$ cat src/sv/ctrng_pkg.sv
// ----------------------------------------------------------------------------
// ctrng_pkg
// shared types, codes and the tausworthe update function for the combined
// tausworthe generator
// ----------------------------------------------------------------------------
package ctrng_pkg;

   localparam logic [1:0] OP_RAW  = 2'd0;
   localparam logic [1:0] OP_BOOL = 2'd1;
   localparam logic [1:0] OP_MOD  = 2'd2;

   localparam logic [31:0] SEED_MULT = 32'd69069;

   localparam logic [31:0] MASK_ONE   = 32'hFFFF_FFFE;
   localparam logic [31:0] MASK_TWO   = 32'hFFFF_FFF8;
   localparam logic [31:0] MASK_THREE = 32'hFFFF_FFF0;

   typedef struct packed {
      logic [31:0] c1;
      logic [31:0] c2;
      logic [31:0] c3;
   } taus_state_type;

   function automatic logic [31:0] taus_update(
      input logic [31:0] s,
      input int unsigned a,
      input int unsigned b,
      input logic [31:0] c,
      input int unsigned d
   );
      logic [31:0] mix;
      mix = ((s << a) ^ s) >> b;
      return ((s & c) << d) ^ mix;
   endfunction

endpackage

$ cat src/sv/ctrng_taus_step.sv
// ----------------------------------------------------------------------------
// ctrng_taus_step
// one advance of all three tausworthe components and the combined word
// ----------------------------------------------------------------------------
module ctrng_taus_step (
   input  ctrng_pkg::taus_state_type cur,
   output ctrng_pkg::taus_state_type nxt,
   output logic [31:0]               word
);

   always_comb begin
      nxt.c1 = ctrng_pkg::taus_update(cur.c1, 13, 19, ctrng_pkg::MASK_ONE, 12);
      nxt.c2 = ctrng_pkg::taus_update(cur.c2, 2, 25, ctrng_pkg::MASK_TWO, 4);
      nxt.c3 = ctrng_pkg::taus_update(cur.c3, 3, 11, ctrng_pkg::MASK_THREE, 17);
      word   = nxt.c1 ^ nxt.c2 ^ nxt.c3;
   end

endmodule

$ cat src/sv/ctrng_rem_unit.sv
// ----------------------------------------------------------------------------
// ctrng_rem_unit
// restoring remainder, one dividend bit per cycle over all 32 dividend bits
// ----------------------------------------------------------------------------
module ctrng_rem_unit (
   input  logic        clock,
   input  logic        reset,
   input  logic        start,
   input  logic [31:0] dividend,
   input  logic [30:0] divisor,
   output logic        done,
   output logic [30:0] remainder
);

   logic        busy_ff, busy_in;
   logic        done_ff, done_in;
   logic [4:0]  cnt_ff, cnt_in;
   logic [31:0] dvd_ff, dvd_in;
   logic [30:0] dvs_ff, dvs_in;
   logic [30:0] rem_ff, rem_in;
   logic [31:0] trial;
   logic [30:0] diff;
   logic        ge;

   assign trial = {rem_ff, dvd_ff[31]};
   // difference is below the divisor whenever it is taken, so 31 bits hold it
   assign diff  = trial[30:0] - dvs_ff;
   assign ge    = trial >= {1'b0, dvs_ff};

   always_comb begin
      busy_in = busy_ff;
      done_in = 1'b0;
      cnt_in  = cnt_ff;
      dvd_in  = dvd_ff;
      dvs_in  = dvs_ff;
      rem_in  = rem_ff;
      if (start) begin
         busy_in = 1'b1;
         cnt_in  = '0;
         dvd_in  = dividend;
         dvs_in  = divisor;
         rem_in  = '0;
      end else if (busy_ff) begin
         dvd_in = {dvd_ff[30:0], 1'b0};
         rem_in = ge ? diff : trial[30:0];
         cnt_in = cnt_ff + 5'd1;
         if (cnt_ff == 5'd31) begin
            busy_in = 1'b0;
            done_in = 1'b1;
         end
      end
   end

   always_ff @(posedge clock) begin
      if (reset) begin
         busy_ff <= 1'b0;
         done_ff <= 1'b0;
         cnt_ff  <= '0;
      end else begin
         busy_ff <= busy_in;
         done_ff <= done_in;
         cnt_ff  <= cnt_in;
      end
      dvd_ff <= dvd_in;
      dvs_ff <= dvs_in;
      rem_ff <= rem_in;
   end

   assign done      = done_ff;
   assign remainder = rem_ff;

endmodule

$ cat src/sv/combined_tausworthe_rng_core.sv
// ----------------------------------------------------------------------------
// combined_tausworthe_rng_core
// three-component tausworthe generator with raw, bool and modulo outputs
// ----------------------------------------------------------------------------
// request channel (req_valid / req_stall, req_op, req_bound): each transfer
// advances all three components once and yields exactly one response on the
// rsp channel (rsp_valid / rsp_stall, rsp_value, rsp_error).
// for op raw and bool the result is registered at the request transfer and
// moves from ST_FINISH into the response register once that is free; the
// modulo op with a nonzero bound first runs the restoring remainder unit in
// ST_DIV. one request is in work at a time: req_stall is high from the
// transfer until the result is loaded into the response register, so a new
// request is never taken while an earlier one is still in work.
// a write on csr_wr_en loads every component with 69069 * seed and then runs
// three warm-up steps; req_stall stays high during those steps.
// reset clears the components to zero (generator stuck at zero) and empties
// the response register. a stalled response holds; a finished result waits
// in the sequencer until the response register is free.
// ----------------------------------------------------------------------------
module combined_tausworthe_rng_core (
   input  logic        clock,
   input  logic        reset,
   input  logic        csr_wr_en,
   input  logic [31:0] csr_wr_data,
   input  logic        req_valid,
   output logic        req_stall,
   input  logic [1:0]  req_op,
   input  logic [30:0] req_bound,
   output logic        rsp_valid,
   input  logic        rsp_stall,
   output logic [31:0] rsp_value,
   output logic        rsp_error
);

   localparam logic [1:0] ST_IDLE   = 2'd0;
   localparam logic [1:0] ST_WARM   = 2'd1;
   localparam logic [1:0] ST_DIV    = 2'd2;
   localparam logic [1:0] ST_FINISH = 2'd3;

   logic [1:0] state_ff, state_in;
   logic [1:0] warm_cnt_ff, warm_cnt_in;
   ctrng_pkg::taus_state_type comps_ff, comps_in;
   ctrng_pkg::taus_state_type step_nxt;
   logic [31:0] step_word;
   logic [31:0] seed_mix;
   logic [31:0] res_value_ff, res_value_in;
   logic        res_error_ff, res_error_in;
   logic        rsp_valid_ff, rsp_valid_in;
   logic [31:0] rsp_value_ff, rsp_value_in;
   logic        rsp_error_ff, rsp_error_in;
   logic        req_xfer;
   logic        rem_start;
   logic        rem_done;
   logic [30:0] rem_value;

   assign seed_mix = csr_wr_data * ctrng_pkg::SEED_MULT;
   assign req_stall = (state_ff != ST_IDLE);
   assign req_xfer = req_valid && !req_stall;
   assign rem_start = req_xfer && (req_op == ctrng_pkg::OP_MOD) && (req_bound != '0);

   ctrng_taus_step u_step (
      .cur  (comps_ff),
      .nxt  (step_nxt),
      .word (step_word)
   );

   ctrng_rem_unit u_rem (
      .clock     (clock),
      .reset     (reset),
      .start     (rem_start),
      .dividend  (step_word),
      .divisor   (req_bound),
      .done      (rem_done),
      .remainder (rem_value)
   );

   always_comb begin
      state_in     = state_ff;
      warm_cnt_in  = warm_cnt_ff;
      comps_in     = comps_ff;
      res_value_in = res_value_ff;
      res_error_in = res_error_ff;
      rsp_valid_in = rsp_valid_ff && rsp_stall;
      rsp_value_in = rsp_value_ff;
      rsp_error_in = rsp_error_ff;
      if (csr_wr_en) begin
         comps_in.c1 = seed_mix;
         comps_in.c2 = seed_mix;
         comps_in.c3 = seed_mix;
         warm_cnt_in = '0;
         state_in    = ST_WARM;
      end else begin
         unique case (state_ff)
            ST_IDLE: begin
               if (req_xfer) begin
                  comps_in     = step_nxt;
                  res_value_in = step_word;
                  res_error_in = 1'b0;
                  state_in     = ST_FINISH;
                  case (req_op)
                     ctrng_pkg::OP_BOOL: begin
                        res_value_in = {31'd0, step_word[0]};
                     end
                     ctrng_pkg::OP_MOD: begin
                        if (req_bound == '0) begin
                           res_value_in = '0;
                           res_error_in = 1'b1;
                        end else begin
                           state_in = ST_DIV;
                        end
                     end
                     default: begin
                        res_value_in = step_word;
                     end
                  endcase
               end
            end
            ST_WARM: begin
               comps_in    = step_nxt;
               warm_cnt_in = warm_cnt_ff + 2'd1;
               if (warm_cnt_ff == 2'd2) begin
                  state_in = ST_IDLE;
               end
            end
            ST_DIV: begin
               if (rem_done) begin
                  res_value_in = {1'b0, rem_value};
                  res_error_in = 1'b0;
                  state_in     = ST_FINISH;
               end
            end
            ST_FINISH: begin
               if (!rsp_valid_ff || !rsp_stall) begin
                  rsp_valid_in = 1'b1;
                  rsp_value_in = res_value_ff;
                  rsp_error_in = res_error_ff;
                  state_in     = ST_IDLE;
               end
            end
            default: begin
               state_in = ST_IDLE;
            end
         endcase
      end
   end

   always_ff @(posedge clock) begin
      if (reset) begin
         state_ff     <= ST_IDLE;
         warm_cnt_ff  <= '0;
         comps_ff     <= '0;
         rsp_valid_ff <= 1'b0;
      end else begin
         state_ff     <= state_in;
         warm_cnt_ff  <= warm_cnt_in;
         comps_ff     <= comps_in;
         rsp_valid_ff <= rsp_valid_in;
      end
      res_value_ff <= res_value_in;
      res_error_ff <= res_error_in;
      rsp_value_ff <= rsp_value_in;
      rsp_error_ff <= rsp_error_in;
   end

   assign rsp_valid = rsp_valid_ff;
   assign rsp_value = rsp_value_ff;
   assign rsp_error = rsp_error_ff;

`ifndef SYNTH
   a_rem_done_in_div: assert property (@(posedge clock) disable iff (reset)
      rem_done |-> (state_ff == ST_DIV))
      else $error("remainder done outside divide state");

   a_error_zero_value: assert property (@(posedge clock) disable iff (reset)
      (rsp_valid_ff && rsp_error_ff) |-> (rsp_value_ff == 32'd0))
      else $error("error response with nonzero value");

   a_zero_bound_flag: assert property (@(posedge clock) disable iff (reset)
      (req_xfer && !csr_wr_en && (req_op == ctrng_pkg::OP_MOD) && (req_bound == '0))
      |=> ((state_ff == ST_FINISH) && res_error_ff))
      else $error("zero bound did not raise error");

   a_warm_count: assert property (@(posedge clock) disable iff (reset)
      (state_ff == ST_WARM) |-> (warm_cnt_ff != 2'd3))
      else $error("warm-up ran past three steps");
`endif

endmodule

$ cat config.mk
export PLATFORM = sky130hd
export DESIGN_NAME = combined_tausworthe_rng_core
export DESIGN_NICKNAME = d
export VERILOG_FILES = /design/src/sv/ctrng_pkg.sv /design/src/sv/ctrng_taus_step.sv /design/src/sv/ctrng_rem_unit.sv /design/src/sv/combined_tausworthe_rng_core.sv
export SDC_FILE = /design/constraint.sdc
export NUM_CORES = 1
export LEC_CHECK = 0
export BUFFER_PORTS_ARGS = -buffer_cell sky130_fd_sc_hd__buf_2
export CAP_MARGIN = 20
export CORE_AREA = 2 2 225 227
export CTS_CLUSTER_DIAMETER = 100
export CTS_CLUSTER_SIZE = 14
export DETAILED_ROUTE_END_ITERATION = 16
export DIE_AREA = 0 0 227 229
export SLEW_MARGIN = 30
export SYNTH_ARGS = -nofsm -noshare
export SYNTH_HDL_FRONTEND = slang
export SYNTH_SLANG_ARGS = --single-unit
export TNS_END_PERCENT = 100
$ cat constraint.sdc
create_clock -name clock -period 9.45 [get_ports clock]
set_input_delay 1.89 -clock clock [delete_from_list [all_inputs] [get_ports clock]]
set_output_delay 1.89 -clock clock [all_outputs]
set_load 0.005 [all_outputs]
==> metrics.cfg, run 1 <==
[synthesis]
synthesis.area_mm2=0.0197
synth_flop_cell=dfxtp_1
synth_fp_nets=2396
yosys.area_share.simple_pct=8.48
ys_types=75
synth_mux_area_share_pct=1.33
netlist_instances=1977
ys_seq_area_share_pct=33.0
synth_fa_ha_area_share_pct=27.8
synth-edff-count=129
ys_ff_latch=260
synth_xor_area_share_pct=7.48
yosysWarnings=0
synth_top_family_by_area=adder cells
ys_async_sr_fraction_pct=0
synth-compound-area-share_pct=14.2
synthesis.area_per_instance_um2=9.94

[final_layout]
regArea_mm2=0.00650
nets=2458
num_antenna_cells=0
area.growth.synth_to_final_pct=9.38
fillers=4882
drive_above_1_share_pct=9.26
utilization_pct=43.3
multi_input_area_mm2=0.0117
final_cell_area_mm2=0.0215

[detailed_routing]
firstDrtPassIters=7
drtAntennaViolNets=0
routedWlPerCell_um=18.0
via_per_inst=5.16
drtIter0Drc=900
finalWirelength_mm=48.9
drc_errors=0
vias=14100

[clock_network]
cts_max_level=1
path_clk_slew_ns=0.07
cts_sinks=260
hold_buffers=0
numCtsBuffers=22
cts_max_path_buffers=3
root_buffer=clkbuf_16
cts_tree=done
post_cts_buffers=0
insertion_delay_ns=0.52
post_cts_resized=0

[setup_path]
crit_path_start=csr_wr_data[9]
path_class=in2reg
r2r-start=u_rem.dvs_ff[0]$_DFFE_PP_
cp-start-kind=primary input
critPathRequiredTime_ns=9.85
arrival_ns=7.43
cp_max_fo=7
endpoint_kind=flop

[floorplanning]
die_h_um=229
ioPinCount=105
rows=82
die_x_um=227
core_area_mm2=0.0497
initial_utilization_pct=39.6
fp.dieArea_mm2=0.0520

[sta]
max_slew_margin_pct=36.5
fin_tns_setup_ns=0
setup_viol=0
hold_viol=0
rsz0062_at_grt=no
layout_setup_ws_ns=2.43
fin_skew_ns=0.0192
layout_min_cycle_time_ns=7.02
worst_pin_slew_ns=0.953
fin_crit_sh_pct=74.3
drv_slew=0
max_freq_mhz=142

[placement]
postPlaceCellArea_mm2=0.0209
place_hpwl_mm=39.2
place_ws_ns=1.93
io_buffers=104
gp_congestion=0.916

[grt]
overflow=0
grt_pass1_wl_mm=77.8
grt_pass1_vias=14200
grt_max_degree=90
antenna_found_initial=0
track_usage_pct=18.9

[outcome]
status=completed

[min_path]
hp-start=res_value_ff[11]$_DFFE_PP_
hp-class=reg2reg

[job]
max-cap-violations=0

metal layers:
layer / GRT usage, % / up-vias / part of all wire (%)
li1: - / 6874 / -
met1: 26.8 / 6854 / 48
met2: 31.4 / 279 / 46
met3: 1.65 / 61 / 3.8
met4: 4.35 / 0 / 2.3
met5: 0 / - / 0
registers in the layout (all words and copies together), names as in the netlist:
signal and count:
u_rem.remainder 31, comps_ff 88, u_rem.done 1, rsp_error 1
state_ff 2, u_rem.cnt_ff 5, rsp_value 32, u_rem.dvd_ff 32
rsp_valid 1, u_rem.dvs_ff 31, warm_cnt_ff 2, res_error_ff 1
u_rem.busy_ff 1, res_value_ff 32
metrics by stage:
stage | hold WS (ns) | instances
floorplan | 0.400 | 1977
global placement | 0.402 | 2686
detailed placement | 0.405 | 2687
CTS | 0.419 | 2724
global route | 0.428 | 2724
finish | 0.414 | 2724
worst paths after layout:
check	slack [ns]	cells after the start	to
worst min register to register	0.41	0	rsp_value[11]$_DFFE_PP_
worst min-delay path	0.41	0	rsp_value[11]$_DFFE_PP_
worst max register to register	5.81	11	u_rem.remainder[9]$_SDFFE_PP0P_
worst max-delay path	2.43	21	comps_ff[93]$_SDFFE_PP0P_
cell type report:
| type | count | area share, % |
|---|---|---|
| Clock buffer | 36 | 2.90 |
| Clock inverter | 1 | 0.0407 |
| Inverter | 313 | 5.46 |
| Multi-Input combinational cell | 1324 | 54.5 |
| Sequential cell | 260 | 30.2 |
| Tap cell | 672 | 3.91 |
| Timing Repair Buffer | 118 | 3.00 |
synth_stat cells, drive strengths merged (3+ instances only):
cell type	instances	area share, %
a221oi	4	0.21
and3	7	0.22
edfxtp	129	20
ha	202	13
nor2b	9	0.29
a31oi	4	0.13
o21bai	4	0.17
o211ai	19	0.75
nand3	21	0.56
and2	5	0.16
a21oi	102	2.6
buf	17	0.43
a21boi	3	0.13
inv	312	6.0
xnor2	104	4.6
dfxtp	131	13
nand2	144	2.7
a21o	29	1.1
o21ai	85	2.2
o31a	3	0.13
nor2	90	1.7
or3	8	0.25
mux2i	25	1.3
o21a	14	0.53
clkbuf	63	1.2
nor3	44	1.1
nor4	12	0.41
fa	147	15
nand2b	9	0.29
xor2	64	2.9
a211oi	37	1.4
o31ai	32	1.2
nand4	12	0.38
o22ai	28	0.89
o221a	22	1.3
o221ai	4	0.18
o41ai	3	0.23
cells by family (layout without fill, tap and decap cells):
logic type / count (synthesis) / after routing
muxes: 26 / 26
AOI/OAI and AO/OA: 412 / 412
xor gates and xnor gates: 168 / 168
buffers and inverters: 393 / 468
and+or+nand+nor: 369 / 369
adders and majority gates: 349 / 349
DFF: 260 / 260
worst max-delay path, stage by stage:
cell and delay [ns]:
buf_2 0.16, ha_1 0.38, fa_1 0.54, inv_1 0.05
fa_1 0.49, inv_1 0.05, fa_1 0.46, fa_1 0.55
inv_1 0.06, fa_1 0.53, inv_1 0.04, ha_1 0.36
a21o_1 0.21, a21o_1 0.17, a21oi_1 0.17, nor2_1 0.09
nor4_1 0.37, a211oi_2 0.18, or3_1 0.38, o311a_1 0.16
o221a_2 0.14
placed cells by master (no fill, tap or decap), types with 44 or more instances in the layout:
master,n
inv_1,311
ha_1,202
fa_1,147
nand2_1,144
dfxtp_1,130
edfxtp_1,129
xnor2_1,104
buf_2,104
a21oi_1,99
nor2_1,90
o21ai_0,78
xor2_1,64
nor3_1,44
Power of run 1 is left out: the tool's default activity adds up to more than one toggle a clock period on the data nets, which glitch-free logic cannot reach.
==> run 2: changes to the inputs <==
--- a/config.mk
+++ b/config.mk
@@ -5,13 +5,14 @@
 export SDC_FILE = /design/constraint.sdc
 export NUM_CORES = 1
 export LEC_CHECK = 0
+export ABC_AREA = 1
 export BUFFER_PORTS_ARGS = -buffer_cell sky130_fd_sc_hd__buf_2
 export CAP_MARGIN = 20
-export CORE_AREA = 2 2 225 227
+export CORE_AREA = 2 2 230 232
 export CTS_CLUSTER_DIAMETER = 100
 export CTS_CLUSTER_SIZE = 14
 export DETAILED_ROUTE_END_ITERATION = 16
-export DIE_AREA = 0 0 227 229
+export DIE_AREA = 0 0 232 234
 export SLEW_MARGIN = 30
 export SYNTH_ARGS = -nofsm -noshare
 export SYNTH_HDL_FRONTEND = slang
==> constraint.sdc (replaced) <==
create_clock -name clock -period 5.78 [get_ports clock]
set_input_delay 1.156 -clock clock [delete_from_list [all_inputs] [get_ports clock]]
set_output_delay 1.156 -clock clock [all_outputs]
set_load 0.005 [all_outputs]
==> metrics.cfg, run 2 <==
[outcome]
status=completed

[synthesis]
synthesis.area_mm2=0.0206  ; +4.6%
synth_fp_nets=2859  ; +19%
synth-edff-count=129  ; unchanged
synthesis.area_per_instance_um2=8.43  ; -15%
synth_common_cells=inv_1 (426), nand2_1 (415), a21oi_1 (223), ha_1 (202), o21ai_0 (200)
ys_async_sr_fraction_pct=0  ; unchanged
synth_top_area_share_pct=18.8  ; -0.86 points
yosysWarnings=0  ; unchanged
ys_types=40  ; -47%
yosysMostFrequentCell=inv_1
synth_flop_cell=dfxtp_1
yosys-top-cells-area=edfxtp_1 (19%), fa_1 (14%), dfxtp_1 (13%)
netlist_instances=2440  ; +23%
ys_seq_area_share_pct=31.6  ; -1.4 points
synth_top_area_cell=edfxtp_1
ys_ff_latch=260  ; unchanged

[setup_path]
cp-start-kind=primary input
cp_num_buf_inv=6  ; +1
critPathRequiredTime_ns=6.25  ; -3.60 ns
path_depth=22  ; +4.8%
worstReg2RegEnd=u_rem.remainder[14]$_SDFFE_PP0P_
cp_slowest_cell=fa_1
r2r-start=u_rem.remainder[12]$_SDFFE_PP0P_
path_delay_family=adder cells
max_stage_delay_ns=0.54  ; about the same
cp_max_fo=4  ; -3
reg2reg_depth=9  ; -2
worstPathCellList=buf_2 > ha_1 > inv_1 > fa_1 > fa_1 > inv_1 > fa_1 > fa_1 > inv_1 > fa_1 > inv_1 > ha_1 > a21o_1 > a21oi_2 > nor2_1 > nor2_2 > inv_1 > a21oi_1 > nand2_1 > nand2_1 > nand3_4 > a21oi_1
arrival_ns=6.08  ; -1.35 ns
endpoint_kind=flop
path_class=in2reg
r2r_slack_ns=2.74  ; -3.07 ns

[detailed_routing]
firstDrtPassIters=5  ; -2
drtIter0Drc=1177  ; +31%
vias=17100  ; +22%
drc_errors=0  ; unchanged
via_per_inst=5.05  ; -2.3%
finalWirelength_mm=59.4  ; +21%
drtAntennaViolNets=0  ; unchanged
routedWlPerCell_um=17.5  ; -2.4%

[grt]
grt_pass1_vias=17000  ; +20%
antenna_found_initial=1  ; +1
grt_max_degree=90  ; unchanged
grt_pass1_wl_mm=93.1  ; +20%
track_usage_pct=21.8  ; +2.9 points
overflow=0  ; unchanged

[final_layout]
drive_above_1_share_pct=14.1  ; +4.8 points
final_cell_area_mm2=0.0239  ; +11%
area.growth.synth_to_final_pct=16.3
nets=3107  ; +26%
final_common_cell=inv_1
largest_register_ffs=88  ; unchanged
mostFrequentLayoutCells=inv_1 (424), nand2_1 (412), a21oi_1 (213), ha_1 (199), o21ai_0 (191)
top_register=comps_ff

[sta]
setup_viol=0  ; unchanged
layout_setup_ws_ns=0.173  ; -2.25 ns
hold_slack_ns=0.420  ; +0.00568 ns
worst_pin_slew_ns=0.949  ; -0.00388 ns
max_freq_mhz=178
layout_min_cycle_time_ns=5.61
drv_slew=0  ; unchanged
fin_crit_sh_pct=97.0
fin_skew_ns=0.0223  ; +0.00310 ns
hold_viol=0  ; unchanged
max_slew_margin_pct=36.7  ; +0.26 points
rsz0062_at_grt=yes

[floorplanning]
die_x_um=232  ; +2.2%
initial_utilization_pct=39.5  ; -0.070 points
rows=84  ; +2.4%
die_h_um=234  ; +2.2%
ioPinCount=105  ; unchanged
core_area_mm2=0.0520  ; +4.8%
fp.dieArea_mm2=0.0543  ; +4.4%

[clock_network]
numCtsBuffers=22  ; unchanged
path_clk_slew_ns=0.07  ; about the same
insertion_delay_ns=0.55  ; +0.03 ns
cts_sinks=260  ; unchanged
cts_max_level=1  ; unchanged
root_buffer=clkbuf_16
post_cts_buffers=0  ; unchanged
cts_max_path_buffers=3  ; unchanged
cts_tree=done

[placement]
postPlaceCellArea_mm2=0.0231  ; +11%
place_hpwl_mm=48.4  ; +24%
place_ws_ns=-0.552  ; -2.49 ns
io_buffers=104  ; unchanged
gp_congestion=0.925  ; +1.0%

[min_path]
hp-start=res_value_ff[18]$_DFFE_PP_
hp-class=reg2reg
min_path_cells=0  ; unchanged
min_to=rsp_value[18]$_DFFE_PP_

[job]
max-cap-violations=0  ; unchanged

==> run 2: changes by cell type after synthesis, moves of 31 or more <==
cell | before | now
nand2_1 | 144 | 415
a21oi_1 | 100 | 223
o21ai_0 | 78 | 200
inv_1 | 311 | 426
nor2_1 | 90 | 154
nand3_1 | 20 | 73
a211oi_1 | 36 | 3
xnor2_1 | 104 | 72
o31ai_1 | 31 | 0
==> run 2: how the worst max path moves through the flow <==
stage / start / end / slack, ns
final: csr_wr_data[7] / comps_ff[29]$_SDFFE_PP0P_ / 0.17
after CTS: csr_wr_data[14] / comps_ff[60]$_SDFFE_PP0P_ / 0.006
after detailed placement: csr_wr_data[7] / comps_ff[61]$_SDFFE_PP0P_ / -0.55
after global routing: csr_wr_data[21] / comps_ff[95]$_SDFFE_PP0P_ / -0.03
after global placement: csr_wr_data[7] / comps_ff[61]$_SDFFE_PP0P_ / -0.58
after floorplan: csr_wr_data[8] / comps_ff[29]$_SDFFE_PP0P_ / 0.16
==> run 2: logic make-up (layout without fill, tap and decap cells) <==
family	count (synthesis)	after routing	share of synthesized area (%)
other cells	0	1	0
compound gates	490	490	12.6
buf+inv	495	757	9.21
flops	260	260	31.6
xor+xnor	126	126	5.37
simple gates	720	720	14.6
fa+ha+maj	349	349	26.6
==> run 2: repair_timing <==
item,CTS,global route
endpoints found under the setup margin,0,45
gates resized for setup,0,42
hold buffers,0,0
==> run 2: final cells by class <==
class                   count  area [µm²]
diodes                      1        2.50
clock buffers              36         603
clock inverters             2        25.0
fillers                  5100       28100
inverters                 428        1610
multi-input cells        1685       12400
flip-flops and latches    260        6500
well taps                 688         861
repair buffers            291        1940
==> run 2: worst reg2reg max path, stage by stage, from the launching register on <==
cell,delay [ns]
dfxtp_1,0.46
ha_1,0.34
a21oi_1,0.26
o21ai_0,0.23
a21oi_1,0.33
nand2_2,0.14
nand2_2,0.10
nand3_4,0.54
o211ai_1,0.44
nand2_1,0.09
==> run 2: per-layer routing <==
metal  vias to the layer above  share of wire (%)  global-route usage (%)
met5                         -              0.022                       0
met4                         2                2.8                    6.23
met3                       103                5.2                    1.85
met2                       515                 47                    37.5
met1                      8075                 44                    29.5
li1                       8418                  -                       -
==> run 2: stage by stage <==
step / TNS (ns) / cells / util [%]
6_report: 0 / 3391 / 46.0
5_1_grt: -0.179 / 3390 / 46.0
4_1_cts: 0 / 3390 / 45.6
3_5_place_dp: -21.55 / 3352 / 44.4
3_3_place_gp: -19.54 / 3352 / 44.4
2_1_floorplan: 0 / 2440 / -
Power of run 2 is left out for the same reason.
==> run 3: changes to the inputs <==
--- a/config.mk
+++ b/config.mk
@@ -5,15 +5,14 @@
 export SDC_FILE = /design/constraint.sdc
 export NUM_CORES = 1
 export LEC_CHECK = 0
-export ABC_AREA = 1
 export BUFFER_PORTS_ARGS = -buffer_cell sky130_fd_sc_hd__buf_2
 export CAP_MARGIN = 20
-export CORE_AREA = 2 2 230 232
+export CORE_AREA = 2 2 215 238
 export CTS_CLUSTER_DIAMETER = 100
 export CTS_CLUSTER_SIZE = 14
 export DETAILED_ROUTE_END_ITERATION = 16
-export DIE_AREA = 0 0 232 234
-export SLEW_MARGIN = 30
+export DIE_AREA = 0 0 217 240
+export SLEW_MARGIN = 40
 export SYNTH_ARGS = -nofsm -noshare
 export SYNTH_HDL_FRONTEND = slang
 export SYNTH_SLANG_ARGS = --single-unit
==> metrics.cfg, run 3 (same netlist as run 1, synthesis figures left out) <==
[outcome]
status=completed

[setup_path]
cp-start-kind=primary input
r2r_slack_ns=2.34  ; -0.40 ns
cp_num_buf_inv=6  ; unchanged
max_stage_delay_ns=0.50  ; -0.04 ns
cpMostUsedCell=fa_1
worstPathCellList=buf_2 > ha_4 > inv_1 > fa_1 > fa_1 > inv_1 > fa_1 > fa_1 > inv_1 > fa_1 > inv_2 > ha_4 > buf_4 > nand3_1 > a21o_1 > o21ai_2 > o2111ai_4 > a211oi_4 > nor2_1 > o311a_1 > o221a_2
critPathRequiredTime_ns=6.21  ; -0.04 ns
cp_slowest_cell=fa_1
path_delay_family=adder cells
cp_max_fo=5  ; +1
worstReg2RegEnd=u_rem.remainder[16]$_SDFFE_PP0P_
path_class=in2reg
r2r-start=u_rem.dvd_ff[31]$_DFFE_PP_
arrival_ns=6.15  ; +0.07 ns
endpoint_kind=flop
reg2reg_depth=12  ; +3

[sta]
rsz0062_at_grt=yes
worst_pin_slew_ns=0.772  ; -0.177 ns
max_slew_margin_pct=48.5  ; +12 points
layout_min_cycle_time_ns=5.73  ; +0.119 ns
fin_tns_setup_ns=0  ; unchanged
hold_slack_ns=0.404  ; -0.0162 ns
hold_viol=0  ; unchanged
fin_crit_sh_pct=99.1  ; +2.1 points
drv_slew=0  ; unchanged
max_freq_mhz=175  ; -2.1%
setup_viol=0  ; unchanged
fin_skew_ns=0.0205  ; -0.00178 ns

[floorplanning]
rows=86  ; +2.4%
die_h_um=240  ; +2.6%
core_area_mm2=0.0497  ; -4.4%
ioPinCount=105  ; unchanged
die_x_um=217  ; -6.5%
initial_utilization_pct=39.5  ; about the same
fp.dieArea_mm2=0.0521  ; -4.1%

[detailed_routing]
drc_errors=0  ; unchanged
finalWirelength_mm=50.7  ; -15%
vias=14600  ; -14%
drtIter0Drc=892  ; -24%
via_per_inst=5.10  ; +1.1%
met3_length_mm=2.01  ; -35%
firstDrtPassIters=6  ; +1
drtAntennaViolNets=0  ; unchanged
m1WireLength_mm=23.1  ; -13%
wl_met2_mm=24.4  ; -14%
top_layer=met4
routedWlPerCell_um=17.7  ; +0.97%

[clock_network]
cts_sinks=260  ; unchanged
hold_buffers=0  ; unchanged
insertion_delay_ns=0.54  ; about the same
cts_max_level=1  ; unchanged
cts_max_path_buffers=3  ; unchanged
root_buffer=clkbuf_16
cts_tree=done
path_clk_slew_ns=0.07  ; about the same
numCtsBuffers=22  ; unchanged

[final_layout]
num_antenna_cells=0  ; -1
drive_above_1_share_pct=19.6  ; +5.5 points
fillers=4740  ; -7.1%
final_common_cell=inv_1
largest_register_ffs=88  ; unchanged
top_register=comps_ff
stdcell_count=2869  ; -15%
mostFrequentLayoutCells=inv_1 (293), ha_1 (180), buf_4 (168), nand2_1 (143), fa_1 (139)
area.growth.synth_to_final_pct=18.4
nets=2614  ; -16%

[grt]
grt_pass1_vias=14400  ; -15%
grt_max_degree=65  ; -28%
antenna_found_initial=0  ; -1
overflow=0  ; unchanged
grt_pass1_wl_mm=79.7  ; -14%
track_usage_pct=19.4  ; -2.4 points

[min_path]
hp-start=res_error_ff$_SDFFCE_PP0P_
min_path_cells=0  ; unchanged
min_to=rsp_error$_DFFE_PP_
hp-class=reg2reg

[placement]
io_buffers=104  ; unchanged
place_hpwl_mm=40.9  ; -15%
gp_congestion=0.905  ; -2.1%
placed_cells=2827  ; -16%

[job]
max-cap-violations=0  ; unchanged

==> run 3: changes by cell type in the layout (fill, tap and decap cells not counted), moves of 20 or more <==
cell and change:
o221a_2 +21, a21oi_1 -124, a211oi_1 +32, inv_1 -131, o31ai_1 +31, mux2i_1 +25, nand3_1 -47, nor3_1 +27
nor2_1 -61, xnor2_1 +32, o22ai_1 +25, o21ai_0 -117, ha_4 +20, nand2_1 -269
==> run 3: how the worst max path moves through the flow <==
stage                     slack [ns]             from                   endpoint  cells after the start
after floorplan                -0.04  csr_wr_data[13]  comps_ff[29]$_SDFFE_PP0P_                     20
after global placement         -0.56   csr_wr_data[9]  comps_ff[61]$_SDFFE_PP0P_                     20
after detailed placement       -0.62   csr_wr_data[9]  comps_ff[59]$_SDFFE_PP0P_                     22
after CTS                     -0.008   csr_wr_data[9]  comps_ff[59]$_SDFFE_PP0P_                     22
after global routing           -0.16   csr_wr_data[9]  comps_ff[57]$_SDFFE_PP0P_                     22
final                           0.05  csr_wr_data[11]  comps_ff[29]$_SDFFE_PP0P_                     21
==> run 3: area by class of cell <==
cell class	instances	area [µm²]	area share, %
Sequential cell	260	6500	27.9
Multi-Input combinational cell	1324	12300	52.8
Clock inverter	2	25.0	0.107
Timing Repair Buffer	274	1860	7.97
Inverter	313	1170	5.05
Clock buffer	36	603	2.59
Tap cell	660	826	3.55
==> run 3: metrics by stage <==
| stage | worst slack, ns | cell area, µm² | util, % |
|---|---|---|---|
| 2_1_floorplan | -0.0372 | 19900 | - |
| 3_3_place_gp | -0.562 | 22200 | 44.7 |
| 3_5_place_dp | -0.618 | 22300 | 44.9 |
| 4_1_cts | -0.00799 | 23000 | 46.2 |
| 5_1_grt | -0.163 | 23300 | 46.8 |
| 6_report | 0.0541 | 23300 | 46.8 |
==> run 3: repair_timing <==
action / 4_1_cts / 5_1_grt
endpoints found under the setup margin: 12 / 51
setup buffers: 0 / 4
resized for setup: 7 / 66
pin swaps: 1 / 27
==> run 3: metal layers <==
metal	up-vias	GRT usage, %
li1	7182	-
met3	69	1.76
met4	0	5.23
met2	315	33.5
met5	-	0
met1	7069	26.2
Power of run 3 is left out for the same reason.
